$ cat src/design/fddp_pkg.sv
// Package for the framed decimal distance parser.
// Holds widths, limits, register indexes and shared types; depends on nothing.
`timescale 1ns / 1ps
`default_nettype none

package fddp_pkg;

	localparam int BYTE_W   = 8;
	localparam int VALUE_W  = 14;
	localparam int WHOLE_W  = 10;
	localparam int TENTH_W  = 4;
	localparam int COUNT_W  = 3;
	localparam int ADDR_W   = 4;
	localparam int DATA_W   = 32;
	localparam int TDATA_W  = 32;
	localparam int REGSEL_W = 2;

	localparam logic [COUNT_W-1:0] MAX_DIGITS = 3'd4;
	localparam logic [VALUE_W-1:0] ACC_MAX    = 14'd16383;
	localparam logic [WHOLE_W-1:0] WHOLE_MAX  = 10'd1023;

	localparam logic [BYTE_W-1:0] CHAR_ZERO = 8'd48;
	localparam logic [BYTE_W-1:0] CHAR_NINE = 8'd57;

	localparam logic [VALUE_W-1:0] LIMIT_RESET = 14'd4000;
	localparam logic [BYTE_W-1:0]  START_RESET = 8'd64;
	localparam logic [BYTE_W-1:0]  END_RESET   = 8'd36;

	localparam logic [REGSEL_W-1:0] REG_TOO_FAR_LIMIT = 2'd0;
	localparam logic [REGSEL_W-1:0] REG_START_CHAR    = 2'd1;
	localparam logic [REGSEL_W-1:0] REG_END_CHAR      = 2'd2;

	// Reciprocal of ten, exact for values below 43690.
	localparam logic [15:0] RECIP_TEN = 16'd52429;
	localparam int          RECIP_SH  = 19;

	typedef struct packed {
		logic [VALUE_W-1:0] too_far_limit;
		logic [BYTE_W-1:0]  start_char;
		logic [BYTE_W-1:0]  end_char;
	} cfg_t;

	typedef struct packed {
		logic [TENTH_W-1:0] tenth_part;
		logic [WHOLE_W-1:0] whole_part;
		logic               too_far;
		logic [VALUE_W-1:0] distance_value;
	} result_t;

endpackage

`default_nettype wire

$ cat src/design/framed_decimal_distance_parser.sv
// Top level of the framed decimal distance parser: input register, frame
// recognizer and output register. Depends on fddp_pkg, fddp_cfg_regs, fddp_frame.
//
//   Channel  Direction  Word
//   s_*      in         tdata[7:0] rx_byte
//   m_*      out        tdata[13:0] distance, [14] too_far, [24:15] whole, [28:25] tenth
//   APB      in/out     too_far_limit at 0x0, start_char at 0x4, end_char at 0x8
//
// One byte is accepted per cycle while the output is not stalled.
// The input register feeds the frame logic, which writes the output register.
// A stalled output holds its word while the input register still takes one byte.
// Reset returns the configuration registers to their defaults and the recognizer to idle.
`timescale 1ns / 1ps
`default_nettype none

module framed_decimal_distance_parser (
	input  wire logic                          clk,
	input  wire logic                          arst_n,
	input  wire logic                          s_tvalid,
	output logic                               s_tready,
	input  wire logic [7:0]                    s_tdata,   // [7:0] rx_byte
	output logic                               m_tvalid,
	input  wire logic                          m_tready,
	// [13:0] distance_value, [14] too_far, [24:15] whole_part, [28:25] tenth_part
	output logic [fddp_pkg::TDATA_W-1:0]       m_tdata,
	input  wire logic                          psel,
	input  wire logic                          penable,
	input  wire logic                          pwrite,
	input  wire logic [fddp_pkg::ADDR_W-1:0]   paddr,
	input  wire logic [fddp_pkg::DATA_W-1:0]   pwdata,
	output logic      [fddp_pkg::DATA_W-1:0]   prdata,
	output logic                               pready
);
	import fddp_pkg::*;

	cfg_t               cfg;
	logic               valid_s1;
	logic [BYTE_W-1:0]  byte_s1;
	logic               advance;
	logic               emit;
	result_t            result;
	logic               out_valid_q;
	result_t            out_q;

	fddp_cfg_regs u_cfg (
		.clk     (clk),
		.arst_n  (arst_n),
		.psel    (psel),
		.penable (penable),
		.pwrite  (pwrite),
		.paddr   (paddr),
		.pwdata  (pwdata),
		.prdata  (prdata),
		.pready  (pready),
		.cfg     (cfg)
	);

	assign advance  = valid_s1 && (!out_valid_q || m_tready);
	assign s_tready = !valid_s1 || advance;

	always_ff @(posedge clk or negedge arst_n) begin
		if (!arst_n) begin
			valid_s1 <= 1'b0;
		end else if (s_tready) begin
			valid_s1 <= s_tvalid;
		end
	end

	always_ff @(posedge clk) begin
		if (s_tready && s_tvalid) begin
			byte_s1 <= s_tdata[BYTE_W-1:0];
		end
	end

	fddp_frame u_frame (
		.clk     (clk),
		.arst_n  (arst_n),
		.step    (advance),
		.rx_byte (byte_s1),
		.cfg     (cfg),
		.emit    (emit),
		.result  (result)
	);

	always_ff @(posedge clk or negedge arst_n) begin
		if (!arst_n) begin
			out_valid_q <= 1'b0;
		end else if (advance) begin
			out_valid_q <= emit;
		end else if (m_tready) begin
			out_valid_q <= 1'b0;
		end
	end

	always_ff @(posedge clk) begin
		if (advance && emit) begin
			out_q <= result;
		end
	end

	assign m_tvalid = out_valid_q;
	assign m_tdata  = {{(TDATA_W-$bits(result_t)){1'b0}}, out_q.tenth_part, out_q.whole_part,
	                   out_q.too_far, out_q.distance_value};

endmodule

`default_nettype wire

$ cat src/design/fddp_cfg_regs.sv
// Configuration register file of the framed decimal distance parser.
// APB-style write and read port; depends on fddp_pkg.
`timescale 1ns / 1ps
`default_nettype none

module fddp_cfg_regs (
	input  wire logic                          clk,
	input  wire logic                          arst_n,
	input  wire logic                          psel,
	input  wire logic                          penable,
	input  wire logic                          pwrite,
	input  wire logic [fddp_pkg::ADDR_W-1:0]   paddr,
	input  wire logic [fddp_pkg::DATA_W-1:0]   pwdata,
	output logic      [fddp_pkg::DATA_W-1:0]   prdata,
	output logic                               pready,
	output fddp_pkg::cfg_t                     cfg
);
	import fddp_pkg::*;

	logic [REGSEL_W-1:0] sel;
	logic                wr_en;
	cfg_t                cfg_q;

	assign sel    = paddr[ADDR_W-1:2];
	assign pready = 1'b1;
	assign wr_en  = psel && penable && pwrite && pready;
	assign cfg    = cfg_q;

	always_ff @(posedge clk or negedge arst_n) begin
		if (!arst_n) begin
			cfg_q.too_far_limit <= LIMIT_RESET;
			cfg_q.start_char    <= START_RESET;
			cfg_q.end_char      <= END_RESET;
		end else if (wr_en) begin
			unique case (sel)
				REG_TOO_FAR_LIMIT: cfg_q.too_far_limit <= pwdata[VALUE_W-1:0];
				REG_START_CHAR:    cfg_q.start_char    <= pwdata[BYTE_W-1:0];
				REG_END_CHAR:      cfg_q.end_char      <= pwdata[BYTE_W-1:0];
				default: ;
			endcase
		end
	end

	always_comb begin
		unique case (sel)
			REG_TOO_FAR_LIMIT: prdata = {{(DATA_W-VALUE_W){1'b0}}, cfg_q.too_far_limit};
			REG_START_CHAR:    prdata = {{(DATA_W-BYTE_W){1'b0}}, cfg_q.start_char};
			REG_END_CHAR:      prdata = {{(DATA_W-BYTE_W){1'b0}}, cfg_q.end_char};
			default:           prdata = '0;
		endcase
	end

endmodule

`default_nettype wire

$ cat src/design/fddp_split.sv
// Splits a distance into whole and tenth parts and flags values over the limit.
// Division by ten is a reciprocal multiply; depends on fddp_pkg.
`timescale 1ns / 1ps
`default_nettype none

module fddp_split (
	input  wire logic [fddp_pkg::VALUE_W-1:0] value,
	input  wire logic [fddp_pkg::VALUE_W-1:0] too_far_limit,
	output fddp_pkg::result_t                 result
);
	import fddp_pkg::*;

	logic [VALUE_W+15:0] prod;
	logic [10:0]         quot;
	logic [VALUE_W-1:0]  times_ten;
	logic [VALUE_W-1:0]  rem;

	assign prod      = {16'd0, value} * {{VALUE_W{1'b0}}, RECIP_TEN};
	assign quot      = prod[RECIP_SH+10:RECIP_SH];
	assign times_ten = {quot[10:0], 3'b000} + {2'b00, quot[10:0], 1'b0};
	assign rem       = value - times_ten;

	always_comb begin
		result.distance_value = value;
		result.too_far        = value > too_far_limit;
		result.whole_part     = (quot > {1'b0, WHOLE_MAX}) ? WHOLE_MAX : quot[WHOLE_W-1:0];
		result.tenth_part     = rem[TENTH_W-1:0];
	end

endmodule

`default_nettype wire

$ cat src/design/fddp_frame.sv
// Frame recognizer: holds the frame state and digit accumulator and decides,
// for each byte, the next state and whether a result is emitted. Uses fddp_split.
`timescale 1ns / 1ps
`default_nettype none

module fddp_frame (
	input  wire logic                         clk,
	input  wire logic                         arst_n,
	input  wire logic                         step,
	input  wire logic [fddp_pkg::BYTE_W-1:0]  rx_byte,
	input  wire fddp_pkg::cfg_t               cfg,
	output logic                              emit,
	output fddp_pkg::result_t                 result
);
	import fddp_pkg::*;

	logic                 in_frame_q;
	logic [COUNT_W-1:0]   digit_count_q;
	logic [VALUE_W-1:0]   acc_q;

	logic                 in_frame_d;
	logic [COUNT_W-1:0]   digit_count_d;
	logic [VALUE_W-1:0]   acc_d;

	logic                 is_digit;
	logic [COUNT_W-1:0]   count_inc;
	logic [VALUE_W+3:0]   acc_next;

	assign is_digit  = (rx_byte >= CHAR_ZERO) && (rx_byte <= CHAR_NINE);
	assign count_inc = digit_count_q + 3'd1;
	assign acc_next  = {1'b0, acc_q, 3'b000} + {3'b000, acc_q, 1'b0}
	                 + {{(VALUE_W){1'b0}}, rx_byte[3:0]};

	fddp_split u_split (
		.value         (acc_q),
		.too_far_limit (cfg.too_far_limit),
		.result        (result)
	);

	always_comb begin
		in_frame_d    = in_frame_q;
		digit_count_d = digit_count_q;
		acc_d         = acc_q;
		emit          = 1'b0;
		priority if (!in_frame_q) begin
			if (rx_byte == cfg.start_char) begin
				in_frame_d    = 1'b1;
				digit_count_d = '0;
				acc_d         = '0;
			end
		end else if (rx_byte == cfg.end_char) begin
			emit          = digit_count_q != '0;
			in_frame_d    = 1'b0;
			digit_count_d = '0;
			acc_d         = '0;
		end else if (rx_byte == cfg.start_char) begin
			digit_count_d = '0;
			acc_d         = '0;
		end else if (is_digit && (count_inc <= MAX_DIGITS)) begin
			digit_count_d = count_inc;
			acc_d         = (acc_next > {4'd0, ACC_MAX}) ? ACC_MAX : acc_next[VALUE_W-1:0];
		end else begin
			in_frame_d    = 1'b0;
			digit_count_d = '0;
			acc_d         = '0;
		end
	end

	always_ff @(posedge clk or negedge arst_n) begin
		if (!arst_n) begin
			in_frame_q    <= 1'b0;
			digit_count_q <= '0;
			acc_q         <= '0;
		end else if (step) begin
			in_frame_q    <= in_frame_d;
			digit_count_q <= digit_count_d;
			acc_q         <= acc_d;
		end
	end

endmodule

`default_nettype wire

$ cat config.mk
export PLATFORM = sky130hd
export DESIGN_NAME = framed_decimal_distance_parser
export DESIGN_NICKNAME = d
export VERILOG_FILES = /design/src/design/fddp_pkg.sv /design/src/design/framed_decimal_distance_parser.sv /design/src/design/fddp_cfg_regs.sv /design/src/design/fddp_split.sv /design/src/design/fddp_frame.sv
export SDC_FILE = /design/constraint.sdc
export NUM_CORES = 1
export LEC_CHECK = 0
export ABC_CLOCK_PERIOD_IN_PS = 13500
export BUFFER_PORTS_ARGS = -buffer_cell sky130_fd_sc_hd__buf_2
export CAP_MARGIN = 20
export CORE_MARGIN = 5
export CORE_UTILIZATION = 40
export CTS_CLUSTER_SIZE = 12
export DETAILED_ROUTE_END_ITERATION = 8
export HOLD_SLACK_MARGIN = 0.03
export SLEW_MARGIN = 0
export SYNTH_ARGS = -nofsm -noshare
export SYNTH_HDL_FRONTEND = slang
export SYNTH_SLANG_ARGS = --single-unit
$ cat constraint.sdc
create_clock -name clk -period 13.5 [get_ports clk]
set_input_delay 1.35 -clock clk [delete_from_list [all_inputs] [get_ports clk]]
set_output_delay 1.35 -clock clk [all_outputs]
set_load 0.02 [all_outputs]
* Word-level counts from Yosys, hierarchy flattened *
Index checks and enable logic that the tools add are counted.

storage, ports and cells
  bits of input ports = 51
  bits in registers = 87
  output and inout bits = 67
  logic and storage cells = 69

operators by class
  muxes and demuxes = 21
  $lt $le $gt $ge = 6
  multiply operators = 1
  equality and inequality tests = 4
  add/subtract/negate cells = 5
  reductions and logical operators = 19

operators by type and width
  operator                                                                             number
  14-bit 2-to-1 mux                                                                    6
  14-bit one-hot mux with 3 select lines                                               1
  14-bit by 16-bit multiplier with 30-bit output, second input constant                1
  17-bit by 15-bit adder with 18-bit output                                            1
  18-bit by 4-bit adder with 18-bit output                                             1
  18-bit by 14-bit > comparator with 1-bit output, second input constant               1
  8-bit equality test                                                                  2
  3-bit 2-to-1 mux                                                                     5
  14-bit > comparator                                                                  1
  11-bit by 10-bit > comparator with 1-bit output, second input constant               1
  1-bit 2-to-1 mux                                                                     9
  8-bit by 6-bit greater-or-equal comparator with 1-bit output, second input constant  1
  8-bit by 6-bit less-or-equal comparator with 1-bit output, second input constant     1
  2-bit AND reduction                                                                  4
  1-bit logical AND                                                                    7
  4-bit adder                                                                          1
  2-bit nonzero test                                                                   2
  4-bit subtractor                                                                     1
  3-bit by 1-bit adder with 3-bit output, second input constant                        1
  3-bit less-or-equal comparator, second input constant                                1
  3-bit nonzero test                                                                   1
  2-bit by 1-bit equality test with 1-bit output, second input constant                1
  2-bit equality test, second input constant                                           1
  1-bit zero test                                                                      2
  2 further kinds                                                                      3

* Logic depth before layout (Yosys ltp) *
Gate-level depths: netlist (run 1).

  word-level depth = 8
  mapped depth = 23
  mapped depth without buffers = 23

* Modules after synthesis *
From an unflattened synthesis (run 1), not the netlist that was laid out.

unflattened totals
  cells, all modules = 861
  area total of the unflattened synthesis = 9,003.6 um2

by module, submodules not included
  module                          cells an instance  times used  area each (um2)
  fddp_split                      463                1           4,082.7
  fddp_frame                      226                1           2,135.8
  fddp_cfg_regs                   121                1           1,539.0
  framed_decimal_distance_parser  51                 1           1,246.2

* Worst setup path after synthesis (run 1) *
No wires, ideal clock.

  kind = register to register
  start point = register u_frame.acc_q[12]
  end point = register out_q, in the netlist m_tdata[28] (data pin)
  data arrival time = 5,385 ps
  required time = 13,242 ps
  cell stages (with the launch flop) = 21
  path slack = 7,857 ps
  path through = dfrtp_1 > inv_1 > ha_1 > fa_1 > fa_1 > fa_1 > inv_1 > fa_1 > inv_1 > fa_1 > inv_1 > ha_1 > o2111ai_1 > a2111o_1 > a31oi_1 > a211oi_1 > xnor2_1 > ha_1 > xnor2_1 > xnor2_1 > xnor2_1

RTL lines
  item                    line                                  source
  start, declared         fddp_frame.sv:19                      logic [VALUE_W-1:0] acc_q;
  start signal, assigned  fddp_frame.sv:73                      acc_q <= '0;
  start signal, assigned  fddp_frame.sv:77                      acc_q <= acc_d;
  end signal, assigned    framed_decimal_distance_parser.sv:97  out_q <= result;
  end, declared           framed_decimal_distance_parser.sv:43  result_t out_q;

==> metrics, run 1 <==
status=finished clean; num rows=52; switching pwr=between 150 and 200 uW; crit share post-route=0.471; Ports=approximately 120; WS Path Type=reg2reg; Final Hold Viols=0; worst hold-check path type=reg2reg; Combinational Power Share=0.143; antenna cell count=0; Critical Path Source Type=flop; synthesis-to-finish area growth=11.0%; root buf cell=clkbuf_16; data arrival time of the worst path=between 6 and 7 ns; Setup WS post-layout=7.15 ns; IO Port Bufs=75; Vias per Instance=~5.0; Post-synth EDFFs=37; fin util=0.451; ys async rst share=0.575; CORE AREA=around 20000 um2; pin count of the biggest net entering global routing=51; buffer count from post-CTS setup fixing=0; global route total overflow=0; Sw Ratio=0.279; CTS Buf Count=9; Seq/Total Area, Yosys=0.288; mapped cell area=between 8000 and 9000 um2; nets=between 1000 and 1500; Placed Area=a little under 9000 um2; share of layout cells above drive strength 1=0.156; top cell type's share of synthesized area=0.222; total negative slack=0 ns; final std cells w/o fill=roughly 1100; Total GRT Usage=0.150; die area=roughly 24000 um2; Post-Syn Instances=between 700 and 800; post-layout min period=6.35 ns; Die Ht=154 um; commonest cells after routing, fill and taps aside=146 x ha_1, 123 x inv_1, 75 x buf_2; post-route cell area=between 9000 and 10000 um2; Yosys reg bits=87; clock skew=around 0.014 ns; Hold Buf Count CTS=0; Slew headroom=0.382; Netlist cell types=65; Max clock buf depth=2; DR iter-0 viols=between 300 and 400; Slew Viols, Final=0; max-cap viol count=0; initial antenna violation count=0; clock sink total=a little under 90; worst-path fanout max=10; area leader, netlist=ha_1; share of power burned in registers=0.492; CP required=~14 ns; Finish-stage setup viols=0; Initial Utilization=0.406; first-pass GRT wire length=between 20 and 30 mm; DRC=0; DP HPWL=14.0 mm; gpl congestion=0.852; Die X=approximately 150 um; drt wl/cell=approximately 15 um; leakage=just under 0.005 uW; top post-synthesis cells by area=ha_1 22%, edfxtp_1 13%, fa_1 13%; vias in the first global route=around 5500; Max Fclk=between 0.15 and 0.2 GHz; Vias=roughly 5700; CTS tree=done; Yosys Warn Count=0; Clk Latency, worst-skew pair=0.34 ns; Tightest Pin Transition=a little over 0.9 ns; Mean Syn Cell Area=around 11 um2; maximum VDD drop=69.5 uV; CTS resizes=0; dpl ws=a little over 7 ns; Post-DRT Antenna Nets=0; commonest non-fill, non-tap cell in the layout=ha_1; clock transition at the registers of the reported paths=0.07 ns; Pint=470 uW; P per Cell Area=71.3 nW/um2; WL final=17.4 mm; H-tree depth=3; Clk pwr share=0.365; Synth Flop Type=dfrtp_1; placed cell count=between 1000 and 1500; setup repair after global routing missed its margin=false; Worst Setup End Kind=flop; First-pass DRT Iterations=5
[synthesized netlist by cell type, drive strengths merged (7+ instances only)]
library cell and count:
a21o 7, a21oi 19, a221o 14, buf 24, clkbuf 12, dfrtp 41, dfstp 9, edfxtp 37
fa 55, ha 146, inv 123, mux2 18, mux2i 9, nand2 43, nand3 23, nor2 18
nor3 19, o21ai 38, xnor2 16, xor2 27
[worst paths after layout]
check                                 to              start  cells after the start  slack [ns]
setup / recovery             m_tdata[28]  u_frame.acc_q[12]                     20        7.15
hold / removal             u_cfg.cfg[21]      u_cfg.cfg[21]                      2        0.53
setup reg to reg             m_tdata[28]  u_frame.acc_q[12]                     20        7.15
hold reg to reg            u_cfg.cfg[21]      u_cfg.cfg[21]                      2        0.53
max in group asynchronous   u_cfg.cfg[8]             arst_n                      2       11.95
min in group asynchronous   u_cfg.cfg[7]             arst_n                      2        1.11
[critical path: stages, from the launching register on]
cell and delay [ns]:
dfrtp_1 0.57, inv_1 0.09, ha_1 0.36, fa_1 0.70, fa_1 0.49, fa_1 0.54
inv_1 0.05, fa_1 0.52, inv_1 0.06, fa_1 0.50, inv_1 0.04, ha_1 0.29
o2111ai_1 0.18, a2111o_1 0.47, a31oi_1 0.19, a211oi_1 0.08, xnor2_1 0.36, ha_1 0.25
xnor2_1 0.08, xnor2_1 0.16, xnor2_1 0.14
[power by group through the flow]
stage	Sequential [uW]	Clock [uW]	Combinational (uW)
2_1_floorplan	321	0	72.3
3_3_place_gp	326	0	92.2
3_5_place_dp	327	0	93.0
4_1_cts	321	243	93.7
5_1_grt	325	253	106
6_report	321	238	93.0
[sequential cells by signal, summed over array words and instances (netlist names)]
register	cells
u_frame.acc_q	14
valid_s1	1
m_tdata	29
u_frame.in_frame_q	1
u_cfg.cfg	30
m_tvalid	1
u_frame.digit_count_q	3
byte_s1	8
[area by class of cell]
| type | count | area, um2 |
|---|---|---|
| timing repair buffer | 81 | 420 |
| multi-input combinational | 558 | 5270 |
| sequential | 87 | 2370 |
| fill | 1952 | 11100 |
| clock inverter | 6 | 53.8 |
| inverter | 123 | 462 |
| tap | 270 | 338 |
| clock buffer | 10 | 229 |
[cell families after synthesis]
family	after synthesis	synth area share
muxes	27	0.0360
adders and majority gates	201	0.355
buffers and inverters	159	0.0830
and+or+nand+nor	143	0.0877
xor gates and xnor gates	43	0.0457
DFF	87	0.288
other	2	0.000911
AOI/OAI and AO/OA	122	0.104
[metal layers]
| layer | vias to the layer above | GRT usage | routed length, um |
|---|---|---|---|
| met4 | 0 | 0.0357 | 206 |
| met3 | 14 | 0.0143 | 628 |
| li1 | 2830 | - | - |
| met2 | 110 | 0.227 | 7750 |
| met1 | 2734 | 0.230 | 8780 |
| met5 | - | 0 | 0 |
[metrics by stage]
stage          power [uW]  hold slack (ns)
4_1_cts               658            0.533
2_1_floorplan         393            0.489
3_5_place_dp          420            0.522
5_1_grt               683            0.544
3_3_place_gp          418            0.514
6_report              652            0.529
(Power assumes the default switching activity.)
==> inputs of run 2 (changes only) <==
Settings changed: ABC_CLOCK_PERIOD_IN_PS 13500 to 5650.
Clock period 13.5 ns to 5.65 ns, I/O delays scaled along.
==> run 2 against run 1 <==
Against the previous run: the run now ends with setup timing left; sequential share of layout area down 1.7 points; utilization rose by 3.3 points; total power is 150% higher; register-to-register slack got worse by 7.2 ns; via count up 4.8%; clock-buffer cell count grew 2.
==> metrics, run 2 (synthesized netlist as in run 1, its figures left out) <==
status=finished with violations; failing checks=setup timing; Sw Ratio=0.268 (-0.0116); Max Fclk=0.175 GHz (+11%); Die X=154 um (unchanged); CTS tree=done; Tightest Pin Transition=0.835 ns (-0.0907 ns); Total GRT Usage=0.156 (+0.00648); CP delay by family, top=adder cells; Finish-stage setup viols=1 (+1); data arrival time of the worst path=5.81 ns (-0.63 ns); vias in the first global route=5822 (+4.9%); Clk Latency, worst-skew pair=0.34 ns (about the same); H-tree depth=3 (unchanged); Fill cells=1912 (-2.0%); CTS Buf Count=9 (unchanged); post-layout min period=5.73 ns (-0.625 ns); switching pwr=429 uW (+140%); Vias per Instance=4.99 (-0.41%); post-route cell area=9810 um2 (+7.2%); crit path cell chain=buf_4 > ha_4 > inv_2 > fa_1 > fa_1 > fa_1 > inv_2 > fa_1 > inv_1 > fa_1 > inv_2 > ha_4 > o2111ai_4 > buf_6 > o31a_1 > a31oi_1 > a211oi_2 > xnor2_1 > buf_4 > ha_4 > xnor2_2 > xnor2_1 > xnor2_1; share of layout cells above drive strength 1=0.238 (+0.0820); synthesis-to-finish area growth=19.0%; CP dominant cell by count=fa_1; antenna cell count=0 (unchanged); maximum VDD drop=131 uV (+88%); CORE AREA=20300 um2 (unchanged); die area=23600 um2 (unchanged); first-pass GRT wire length=29.8 mm (+2.9%); initial antenna violation count=0 (unchanged); FF/Latch Area=2370 um2 (about the same); Slew headroom=0.441 (+0.0593); worst-path fanout max=3 (-7); num rows=52 (unchanged); clock transition at the registers of the reported paths=0.07 ns (about the same); drt wl/cell=15.5 um (+1.2%); Critical Path Source Type=flop; pin count of the biggest net entering global routing=51 (unchanged); CP required=5.73 ns (-7.86 ns); max FFs per register=30 (unchanged); Die Ht=154 um (unchanged); crit share post-route=1.01 (+0.543); nets=1171 (+5.3%); Post-DRT Antenna Nets=0 (unchanged); Clk pwr share=0.380 (+0.015); DP HPWL=15.0 mm (+6.9%); WL final=18.5 mm (+6.4%); Vias=5959 (+4.8%); DRC=0 (unchanged); Setup WS post-layout=-0.0779 ns (-7.23 ns); share of power burned in registers=0.479 (-0.013); worst path buffer plus inverter count=7 (+3); Ports=118 (unchanged); CP max stage delay=0.58 ns (-0.12 ns); commonest cells after routing, fill and taps aside=134 x ha_1, 118 x inv_1, 75 x buf_2; commonest non-fill, non-tap cell in the layout=ha_1; Worst Setup End Kind=flop; First-pass DRT Iterations=5 (unchanged); IO Port Bufs=75 (unchanged); Max clock buf depth=2 (unchanged); Hold Buf Count CTS=0 (unchanged); worst hold-check path type=in2async; Pint=1170 uW (+150%); Slew Viols, Final=0 (unchanged); Initial Utilization=0.406 (unchanged); Placed Area=9270 um2 (+4.5%); clock skew=0.0111 ns (-0.00296 ns); global route total overflow=0 (unchanged); total negative slack=-0.0779 ns (-0.0779 ns); multi-input logic area=5460 um2 (+3.5%); Worst path slowest cell=fa_1; P per Cell Area=163 nW/um2 (+130%); WS Path Type=reg2reg; max-cap viol count=0 (unchanged); Final Hold Viols=0 (unchanged); clock sink total=87 (unchanged); Total Power=1600 uW (+150%); dpl ws=-0.254 ns (-7.33 ns); setup repair after global routing missed its margin=true; Combinational Power Share=0.141 (-0.002); leakage=0.00513 uW (+5.9%); gpl congestion=0.852 (about the same); root buf cell=clkbuf_16; DR iter-0 viols=304 (-13%)
## run 2: cell types whose count changed in the layout (fill, tap and decap cells not counted), moves of 2 or more
cell / previous run / this run
a211oi_1: 5 / 3
a211oi_2: 0 / 2
buf_4: 6 / 64
clkbuf_16: 9 / 11
clkinv_4: 2 / 0
ha_1: 146 / 134
ha_2: 0 / 4
ha_4: 0 / 8
inv_1: 123 / 118
inv_2: 0 / 4
inv_6: 0 / 2
inv_8: 2 / 0
## run 2: power groups by stage
stage                     clock [uW]  sequential (uW)  combinational, uW
after CTS                        624              767                227
after detailed placement           0              780                225
after global placement             0              778                222
after global routing             647              774                252
final                            610              767                226
after floorplan                    0              768                173
## run 2: repair_timing
action,in CTS,in global routing
pin swaps,14,21
hold endpoints to repair,0,0
setup endpoints to repair,13,13
gates resized for setup,7,28
setup buffers,2,4
## run 2: worst paths after layout
kind | to | cells after the start | slack (ns) | startpoint
hold / removal | u_cfg.cfg[4] | 2 | 0.32 | arst_n
setup / recovery | m_tdata[28] | 23 | -0.08 | u_frame.acc_q[12]
min in group clk | byte_s1[2] | 1 | 0.39 | s_tdata[2]
setup reg to reg | m_tdata[28] | 23 | -0.08 | u_frame.acc_q[12]
hold reg to reg | u_cfg.cfg[21] | 2 | 0.53 | u_cfg.cfg[21]
max in group asynchronous | u_frame.acc_q[11] | 2 | 4.86 | arst_n
## run 2: worst reg2reg max path, stage by stage, from the launching register on
cell and delay (ns):
dfrtp_1 0.39, buf_4 0.14, ha_4 0.13, inv_2 0.04, fa_1 0.57, fa_1 0.48
fa_1 0.58, inv_2 0.04, fa_1 0.52, inv_1 0.05, fa_1 0.50, inv_2 0.05
ha_4 0.27, o2111ai_4 0.12, buf_6 0.15, o31a_1 0.29, a31oi_1 0.23, a211oi_2 0.08
xnor2_1 0.12, buf_4 0.16, ha_4 0.16, xnor2_2 0.12, xnor2_1 0.18, xnor2_1 0.10
## run 2: layer usage
metal	global-route usage	share of wire	wire length, um	vias to the layer above
li1	-	-	-	2954
met1	0.231	0.49	9070	2869
met2	0.244	0.46	8510	126
met3	0.0166	0.038	706	10
met4	0.0416	0.011	197	0
met5	0	0	0	-
## run 2: per-stage QoR
step	utilization	instances	hold slack [ns]
6_report	0.483	1194	0.316
5_1_grt	0.483	1194	0.383
4_1_cts	0.475	1190	0.338
3_5_place_dp	0.456	1172	0.516
3_3_place_gp	0.456	1172	0.513
2_1_floorplan	-	804	0.269
## run 2: area by class of cell
type                    count  share of cell area
inverters                 123              0.0473
multi-input cells         558               0.556
well taps                 270              0.0344
clock inverters             4             0.00332
repair buffers            140              0.0884
clock buffers              12              0.0284
flip-flops and latches     87               0.242
==> inputs of run 3 (changes only) <==
Settings changed: ABC_AREA from default to 1.
==> run 3 against run 2 <==
Against the previous run: the run now ends clean; critical path depth is 1 lower; clock skew grew 0.0022 ns; combinational power up 11%; largest power group unchanged; largest cell class unchanged; cell area up 4.4%; clock power is 0.7% higher; sequential share of layout area is 1.0 points lower; setup slack improved by 0.29 ns; register-to-register slack improved by 0.29 ns; clock-buffer cell count fell by 3.
==> metrics, run 3 <==
status=finished clean; nets=1433 (+22%); Reg-to-Reg End=m_tdata[28]; Initial Utilization=0.407 (+0.00110); worst-path fanout max=3 (unchanged); Mean Syn Cell Area=8.35 um2 (-21%); clock sink total=87 (unchanged); top post-synthesis cells by area=ha_1 20%, edfxtp_1 12%, fa_1 12%; Die Ht=159 um (+3.7%); Slew headroom=0.470 (+0.0284); top cell type's share of synthesized area=0.205 (-0.0167); top-count cell post-synth=nand2_1; area leader, netlist=ha_1; Yosys reg bits=87 (unchanged); Die X=159 um (+3.7%); die area=25400 um2 (+7.6%); worst path buffer plus inverter count=4 (-3); Pint=1120 uW (-4.3%); CTS tree=done; clock skew=0.0132 ns (+0.00216 ns); ys async rst share=0.575 (unchanged); data arrival time of the worst path=5.56 ns (-0.25 ns); mapped cell area=8920 um2 (+8.1%); Post-Syn Instances=1068 (+36%); CP delay by family, top=adder cells; First-pass DRT Iterations=5 (unchanged); maximum VDD drop=136 uV (+4.2%); antenna cell count=0 (unchanged); max-cap viol count=0 (unchanged); share of power burned in registers=0.469 (-0.010); Vias=7199 (+21%); commonest cells after routing, fill and taps aside=243 x nand2_1, 178 x inv_1, 138 x ha_1; pin count of the biggest net entering global routing=51 (unchanged); share of layout cells above drive strength 1=0.149 (-0.0889); worst r2r path cells=22 (-4.3%); crit share post-route=0.962 (-0.0522); DP HPWL=18.1 mm (+21%); gpl congestion=0.910 (+6.7%); DR iter-0 viols=440 (+45%); CORE AREA=21900 um2 (+7.8%); WL final=21.8 mm (+18%); WS Path Type=reg2reg; Commonest cells post-synth=246 x nand2_1, 180 x inv_1, 146 x ha_1; first-pass GRT wire length=35.7 mm (+20%); Sw Ratio=0.309 (+0.0415); Post-synth EDFFs=37 (unchanged); Worst path slowest cell=fa_1; H-tree depth=3 (unchanged); vias in the first global route=6965 (+20%); Slew Viols, Final=0 (unchanged); Max clock buf depth=2 (unchanged); worst reg-to-reg setup slack=0.22 ns (+0.29 ns); DRC=0 (unchanged); crit path cell chain=buf_4 > ha_1 > fa_1 > inv_1 > fa_1 > fa_1 > inv_1 > fa_1 > fa_1 > ha_4 > nand2_4 > nor3b_4 > nand3_2 > o21ai_2 > xor2_2 > ha_4 > xor2_2 > inv_1 > nand4_1 > nand2_1 > nand2_1 > nand2_1; IO Port Bufs=75 (unchanged); Combinational Power Share=0.154 (+0.013); CP required=5.77 ns (+0.04 ns); switching pwr=503 uW (+17%); max FFs per register=30 (unchanged); Total GRT Usage=0.172 (+0.0154); CP dominant cell by count=fa_1; Synth Flop Type=dfrtp_1; Yosys Warn Count=0 (unchanged); Final Hold Viols=0 (unchanged); drt wl/cell=14.9 um (-3.8%); Tightest Pin Transition=0.794 ns (-0.0410 ns); Vias per Instance=4.91 (-1.6%); Clk pwr share=0.377 (-0.003); Worst R2R Start=u_frame.acc_q[9]; commonest non-fill, non-tap cell in the layout=nand2_1; post-layout min period=5.43 ns (-0.295 ns); P per Cell Area=159 nW/um2 (-2.8%); synthesis-to-finish area growth=14.9%; Netlist cell types=41 (-37%); Total Power=1630 uW (+1.5%); CTS Buf Count=9 (unchanged); initial antenna violation count=0 (unchanged); Ports=118 (unchanged); clock transition at the registers of the reported paths=0.08 ns (about the same); num rows=54 (+3.8%); Hold Buf Count CTS=0 (unchanged); Critical Path Source Type=flop; Worst Setup End Kind=flop; worst hold-check path type=in2async; root buf cell=clkbuf_16; global route total overflow=0 (unchanged); Post-DRT Antenna Nets=0 (unchanged); leakage=0.00574 uW (+12%); Max Fclk=0.184 GHz (+5.4%); Seq/Total Area, Yosys=0.266 (-0.0216); CP max stage delay=0.54 ns (-0.04 ns); Clk Latency, worst-skew pair=0.36 ns (+0.02 ns); Finish-stage setup viols=0 (-1); total negative slack=0 ns (+0.0779 ns)
## run 3: cell types whose count changed after synthesis, moves of 13 or more
cell     change
mux2_2      -17
inv_1       +57
nand2_1    +203
nand3_1     +29
nand4_1     +14
nor2_1      +44
a21oi_1     +26
a221o_1     -13
## run 3: worst reg2reg max path: cells and delay by family, from the launching register on
kind | cells | cell delay (ns)
DFF | 1 | 0.41
buffers and inverters | 4 | 0.35
xor gates and xnor gates | 2 | 0.37
and+or+nand+nor | 7 | 0.63
adders and majority gates | 8 | 3.23
AOI/OAI and AO/OA | 1 | 0.20
## run 3: power by group through the flow
stage,clock (uW),combinational (uW),sequential (uW)
4_1_cts,630,250,762
6_report,614,250,762
3_5_place_dp,0,247,775
3_3_place_gp,0,242,773
2_1_floorplan,0,185,761
5_1_grt,654,286,769
## run 3: cell type report
type / instances / area [um2]
clock buffers: 9 / 225
inverters: 187 / 702
repair buffers: 113 / 661
multi-input cells: 783 / 5860
flip-flops and latches: 87 / 2370
clock inverters: 7 / 77.6
fillers: 2222 / 11600
well taps: 280 / 350
## run 3: how the worst max path moves through the flow
stage | start | endpoint | slack (ns) | cells after the start
finish | u_frame.acc_q[9] | m_tdata[28] | 0.22 | 22
global route | u_frame.acc_q[8] | m_tdata[28] | -0.05 | 23
CTS | u_frame.acc_q[12] | m_tdata[28] | 0.01 | 25
detailed placement | u_frame.acc_q[12] | m_tdata[28] | -0.04 | 23
global placement | u_frame.acc_q[12] | m_tdata[28] | 0.006 | 23
floorplan | u_frame.acc_q[12] | m_tdata[28] | 0.10 | 23
## run 3: kinds of logic (layout without fill, tap and decap cells)
kind of cell | Yosys count | in the layout | share of synthesized area
other cells | 2 | 22 | 0.000842
fa+ha+maj | 201 | 201 | 0.328
xor+xnor | 35 | 35 | 0.0344
buf+inv | 218 | 316 | 0.103
flops | 87 | 87 | 0.266
compound gates | 116 | 116 | 0.0721
simple gates | 409 | 409 | 0.195
## run 3: what timing repair did
action | CTS | global route
endpoints found under the setup margin | 1 | 2
setup buffers | 0 | 4
pin swaps | 3 | 16
resized for setup | 4 | 21
## run 3: layer usage
layer	share of wire	wire [um]	up-vias	GRT usage
li1	-	-	3641	-
met1	0.48	10500	3369	0.248
met2	0.46	9950	174	0.270
met3	0.050	1100	15	0.0274
met4	0.012	260	0	0.0396
met5	0	0	-	0
## run 3: metrics by stage
stage / cells / setup WS [ns] / util / cell area, um2 / hold WS (ns)
2_1_floorplan: 1088 / 0.102 / - / 8990 / 0.269
3_3_place_gp: 1446 / 0.00627 / 0.446 / 9760 / 0.468
3_5_place_dp: 1446 / -0.0410 / 0.446 / 9760 / 0.473
4_1_cts: 1462 / 0.0114 / 0.461 / 10100 / 0.329
5_1_grt: 1466 / -0.0539 / 0.468 / 10200 / 0.366
6_report: 1466 / 0.217 / 0.468 / 10200 / 0.306
